--- config.mk ---
export PLATFORM = sky130hd
export DESIGN_NAME = sact_cfg_regs
export DESIGN_NICKNAME = d
export VERILOG_FILES = /design/src/rtl/sact_pkg.sv /design/src/rtl/sact_cfg_regs.sv
export SDC_FILE = /design/constraint.sdc
export NUM_CORES = 1
export LEC_CHECK = 0
export BUFFER_PORTS_ARGS = -buffer_cell sky130_fd_sc_hd__buf_4
export CORE_AREA = 2 2 39 41
export CTS_BUF_LIST = sky130_fd_sc_hd__clkbuf_8
export DETAILED_ROUTE_END_ITERATION = 8
export DIE_AREA = 0 0 41 43
export GPL_ROUTABILITY_DRIVEN = 0
export MAX_ROUTING_LAYER = met4
export PLACE_DENSITY = 0.71
export SLEW_MARGIN = 20
export SYNTH_ARGS = -nofsm -noshare
export SYNTH_HDL_FRONTEND = slang
export SYNTH_SLANG_ARGS = --single-unit
--- constraint.sdc ---
create_clock -name clk -period 1.38 [get_ports clk]
set_clock_uncertainty 0.15 [all_clocks]
set_input_delay 0.207 -clock clk [delete_from_list [all_inputs] [get_ports clk]]
set_output_delay 0.207 -clock clk [all_outputs]
set_load 0.03 [all_outputs]
--- src/rtl/sact_pkg.sv ---
// Shared types and constants of the cache tag controller.
`default_nettype none
package sact_pkg;
	localparam logic [1:0] POL_LRU  = 2'd0;
	localparam logic [1:0] POL_FIFO = 2'd1;
	localparam logic [1:0] POL_LFU  = 2'd2;

	localparam logic [1:0] REG_POLICY = 2'd0;
	localparam logic [1:0] REG_WAYS   = 2'd1;
	localparam logic [1:0] REG_INDEX  = 2'd2;
	localparam logic [1:0] REG_OFFSET = 2'd3;

	localparam int CFG_DATA_WIDTH = 5;
	localparam int CFG_IDX_WIDTH  = 2;

	typedef struct packed {
		logic [1:0] policy;
		logic [4:0] ways;
		logic [3:0] index_width;
		logic [3:0] offset_width;
	} cfg_t;
endpackage
`default_nettype wire

--- src/rtl/sact_cfg_regs.sv ---
// Configuration register file of the cache tag controller.
`default_nettype none
module sact_cfg_regs (
	input  wire logic                                  clk,
	input  wire logic                                  arst_n,
	input  wire logic                                  cfg_we,
	input  wire logic [sact_pkg::CFG_IDX_WIDTH-1:0]    cfg_index,
	input  wire logic [sact_pkg::CFG_DATA_WIDTH-1:0]   cfg_data,
	output sact_pkg::cfg_t                             cfg
);
	import sact_pkg::*;

	cfg_t cfg_q;

	always_ff @(posedge clk or negedge arst_n) begin
		if (!arst_n) begin
			cfg_q.policy       <= POL_LRU;
			cfg_q.ways         <= 5'd16;
			cfg_q.index_width  <= 4'd8;
			cfg_q.offset_width <= 4'd5;
		end else if (cfg_we) begin
			case (cfg_index)
				REG_POLICY: cfg_q.policy       <= cfg_data[1:0];
				REG_WAYS:   cfg_q.ways         <= cfg_data[4:0];
				REG_INDEX:  cfg_q.index_width  <= cfg_data[3:0];
				REG_OFFSET: cfg_q.offset_width <= cfg_data[3:0];
				default: ;
			endcase
		end
	end

	assign cfg = cfg_q;
endmodule
`default_nettype wire

== Word-level counts from Yosys, hierarchy flattened ==
Cells that the tools add are included.

* Register bits: 15
* Input bits: 10
* Output and inout port bits: 15

* Equality and inequality tests: 3
* Reductions and logical operators: 5

{| class="wikitable"
|+ Operator list
! cell !! number
|-
| 2-bit AND reduction || 4
|-
| 2-bit == test, second input constant || 2
|-
| 2-bit by 1-bit == test with 1-bit output, second input constant || 1
|-
| 2-bit zero test || 1
|}

== Logic depth before layout (Yosys ltp) ==
* Word-level depth: 2
* Gate-level depth with buffers: 2
* Depth with buffers taken out: 2

== Worst setup path after synthesis ==
No wires, ideal clock.

* Path type: input -> register
* Start: input port cfg_index[1] (netlist bit)
* End: register cfg_q, in the netlist cfg[13]
* Setup time: 0.125 ns
* Arrival: 0.822 ns
* Required time: 1.105 ns
* Setup slack: 0.284 ns
* Cell stages on the path: 2
* Cells stage by stage: nor3b_1 > mux2_2

* Word-level cells in the longest chain between the ends: 2

{| class="wikitable"
|+ RTL lines
! item !! line !! RTL
|-
| start: declaration || sact_cfg_regs.sv:7 || <nowiki>input wire logic [sact_pkg::CFG_IDX_WIDTH-1:0] cfg_index,</nowiki>
|-
| 2-bit zero test || sact_cfg_regs.sv:22 || <nowiki>case (cfg_index)</nowiki>
|-
| 2-bit AND reduction (no source line) || n/a ||
|-
| end: declaration || sact_cfg_regs.sv:13 || <nowiki>cfg_t cfg_q;</nowiki>
|}

Every way passes these cells.
A chain may end at the register's enable or synchronous reset.

== Worst setup path after layout ==
* Start: register cfg_q, in the netlist cfg[2]
* End: output port cfg[2] (netlist bit)

{| class="wikitable"
|+ RTL lines
! item !! line !! RTL
|-
| end: declaration || sact_cfg_regs.sv:9 || <nowiki>output sact_pkg::cfg_t cfg</nowiki>
|}

No word-level cell between the ends.

==> results by group <==
Timing
  • Fmax achieved: 0.783 GHz
  • Slew Limit Fails: 0
  • Final critical path time including I/O delays and setup: 1.28 ns
  • Final count of negative-setup-slack endpoints: 0
  • TNS Setup: 0 ns
  • Max_slew headroom: 0.789
  • Final Cycle Share: 0.926
  • Final Hold Viols: 0
  • RSZ-0062 raised after global routing: false
  • Least-Margin Pin Slew: 0.315 ns

Yosys
  • Post-synth design cell area: 577 µm²
  • Avg Inst Size Synth: 17.0 µm²
  • Synth unique cells: 6
  • Post-Synthesis Net Count: 44
  • Yosys warns: 0
  • Sequential-to-total area share from yosys stat: 0.659
  • Flops & latches, synth: 15
  • Post-Syn Instances: 34

Min path
  • Worst min path class: primary input to flop

Worst setup path
  • CP endpoint kind: primary output
  • Critical Path AT: 0.92 ns
  • CP max stage delay: 0.53 ns
  • WP data required: 1.02 ns
  • Family with the most delay on the worst path: flip-flops
  • Slowest-stage cell, CP: dfstp_2
  • Critical path startpoint category: flop
  • CP Max Fanout: 2
  • Buf/Inv on CP: 1
  • CP Cell Sequence: buf_4
  • WS Path Type: flop to primary output

Clock tree
  • Post-CTS Hold Buffers: 1
  • CTS root buf: clkbuf_8
  • H-tree Lvls: 1
  • Post-CTS sizing: 0
  • Clock latency on the worst-skew pair: 0.24 ns
  • CTS clock-pin slew for the worst setup and hold paths: 0.06 ns
  • CTS Buf Count: 3
  • Max clock buf depth: 2
  • Post-CTS Setup Inserts: 0
  • TritonCTS clock tree: done
  • Clk sink count: 15

Layout
  • Max reg flops: 15
  • N_diodes: 0
  • P&R area growth vs syn: 44.3%
  • Nets: 74
  • Share of layout cells above drive strength 1: 0.730
  • Fill count: 114
  • Final core occ: 0.601

Power
  • Sw Ratio: 0.318
  • Pwr Density: 1630 mW/mm²
  • P_sw: 0.432 mW
  • Comb pwr share: 0.321
  • Pleak: 0.388 nW
  • Peak VDD IR: 0.845 mV
  • Clk network pwr share: 0.251
  • P_int: 0.925 mW
  • Share of total power in sequential cells: 0.428

Die
  • Die Wd: 41 µm
  • Number of core rows: 14
  • Die Height: 43 µm
  • I/O Pins: 25
  • Starting density of the core: 0.417
  • Die area: 0.00176 mm²
  • Core ar.: 0.00138 mm²

GRT
  • First-pass GRT wire length: 1620 µm
  • GRT met2 Usage: 0.197
  • Vias in the first global route: 376
  • Met3 Resource Use GR: 0.0471
  • Met1 usage: 0.194
  • Global routing's busiest layer: met2
  • Largest net degree at the start of global routing: 16
  • Congestion Overflow GR: 0
  • GRT Total Usage: 0.147
  • Initial antenna violation count: 0

Route
  • DR vias/cell: 4.99
  • Residual DRC: 0
  • Routed WL: 1110 µm
  • DRT Pass-1 Iters: 3
  • Detail Route Antenna Nets: 0
  • Initial drt markers: 4
  • DR vias: 394
  • DR WL/cell: 14.0 µm

Place
  • IO Port Bufs: 24

Outcome
  • Status: complete, no violations

Job
  • Max cap viols: 0
-- layout make-up --
| type | count | area, µm² | area share |
|---|---|---|---|
| timing repair buffer | 25 | 190 | 0.229 |
| clock inverter | 1 | 3.75 | 0.00451 |
| multi-input combinational | 19 | 196 | 0.236 |
| clock buffer | 3 | 41.3 | 0.0496 |
| tap | 16 | 20.0 | 0.0241 |
| sequential | 15 | 380 | 0.457 |
-- per-layer routing --
metal  vias up  wire [µm]
met5         -          0
met3         4        110
met1       189        457
met2        20        521
li1        181          -
met4         0         19
-- final timing paths --
check | endpoint | from | cells after the start | slack (ns)
min in group asynchronous | cfg[10] | arst_n | 2 | 0.20
min reg2reg | cfg[6] | cfg[6] | 1 | 0.36
max reg2reg | cfg[4] | cfg[4] | 1 | 0.47
max in group asynchronous | cfg[2] | arst_n | 2 | 0.64
max | cfg[2] | cfg[2] | 1 | 0.10
min | cfg[12] | cfg_data[4] | 2 | 0.05
-- power by group through the flow --
stage	logic (mW)	clock network [mW]	registers, mW
detailed placement	0.439	0	0.589
global route	0.458	0.374	0.590
floorplan	0.0842	0	0.758
global placement	0.431	0	0.586
CTS	0.442	0.351	0.582
finish	0.436	0.341	0.581
-- synthesized netlist by cell type (all sizes together) --
cell / instances / area (µm²)
mux2: 15 / 169
nand3: 1 / 5.00
dfstp: 4 / 105
nand3b: 2 / 15.0
nor3b: 1 / 7.51
dfrtp: 11 / 275
-- through the flow --
step | instances | total power, mW | worst slack [ns] | hold WS, ns | cell area (µm²)
6_report | 79 | 1.36 | 0.102 | 0.0494 | 832
3_5_place_dp | 74 | 1.03 | 0.0913 | -0.0785 | 777
2_1_floorplan | 34 | 0.842 | 0.284 | -0.239 | 577
5_1_grt | 79 | 1.42 | 0.0755 | 0.0516 | 832
3_3_place_gp | 74 | 1.02 | 0.114 | -0.0820 | 777
4_1_cts | 79 | 1.38 | 0.0950 | 0.0490 | 832
-- layout by cell type (no fill, tap or decap), drive strengths merged --
| cell type | instances |
|---|---|
| nor3b | 1 |
| dfstp | 4 |
| nand3b | 2 |
| dfrtp | 11 |
| buf | 24 |
| inv | 1 |
| dlygate4sd3 | 1 |
| nand3 | 1 |
| clkbuf | 3 |
| mux2 | 15 |
-- cell families (layout without fill, tap and decap cells) --
logic type	after synthesis	count (layout)	synth area share
flip-flops	15	15	0.659
multiplexers	15	15	0.293
AND/OR/NAND/NOR	4	4	0.0477
buffers and inverters	0	29	0
No activity file was read; power rests on OpenSTA's default activity.
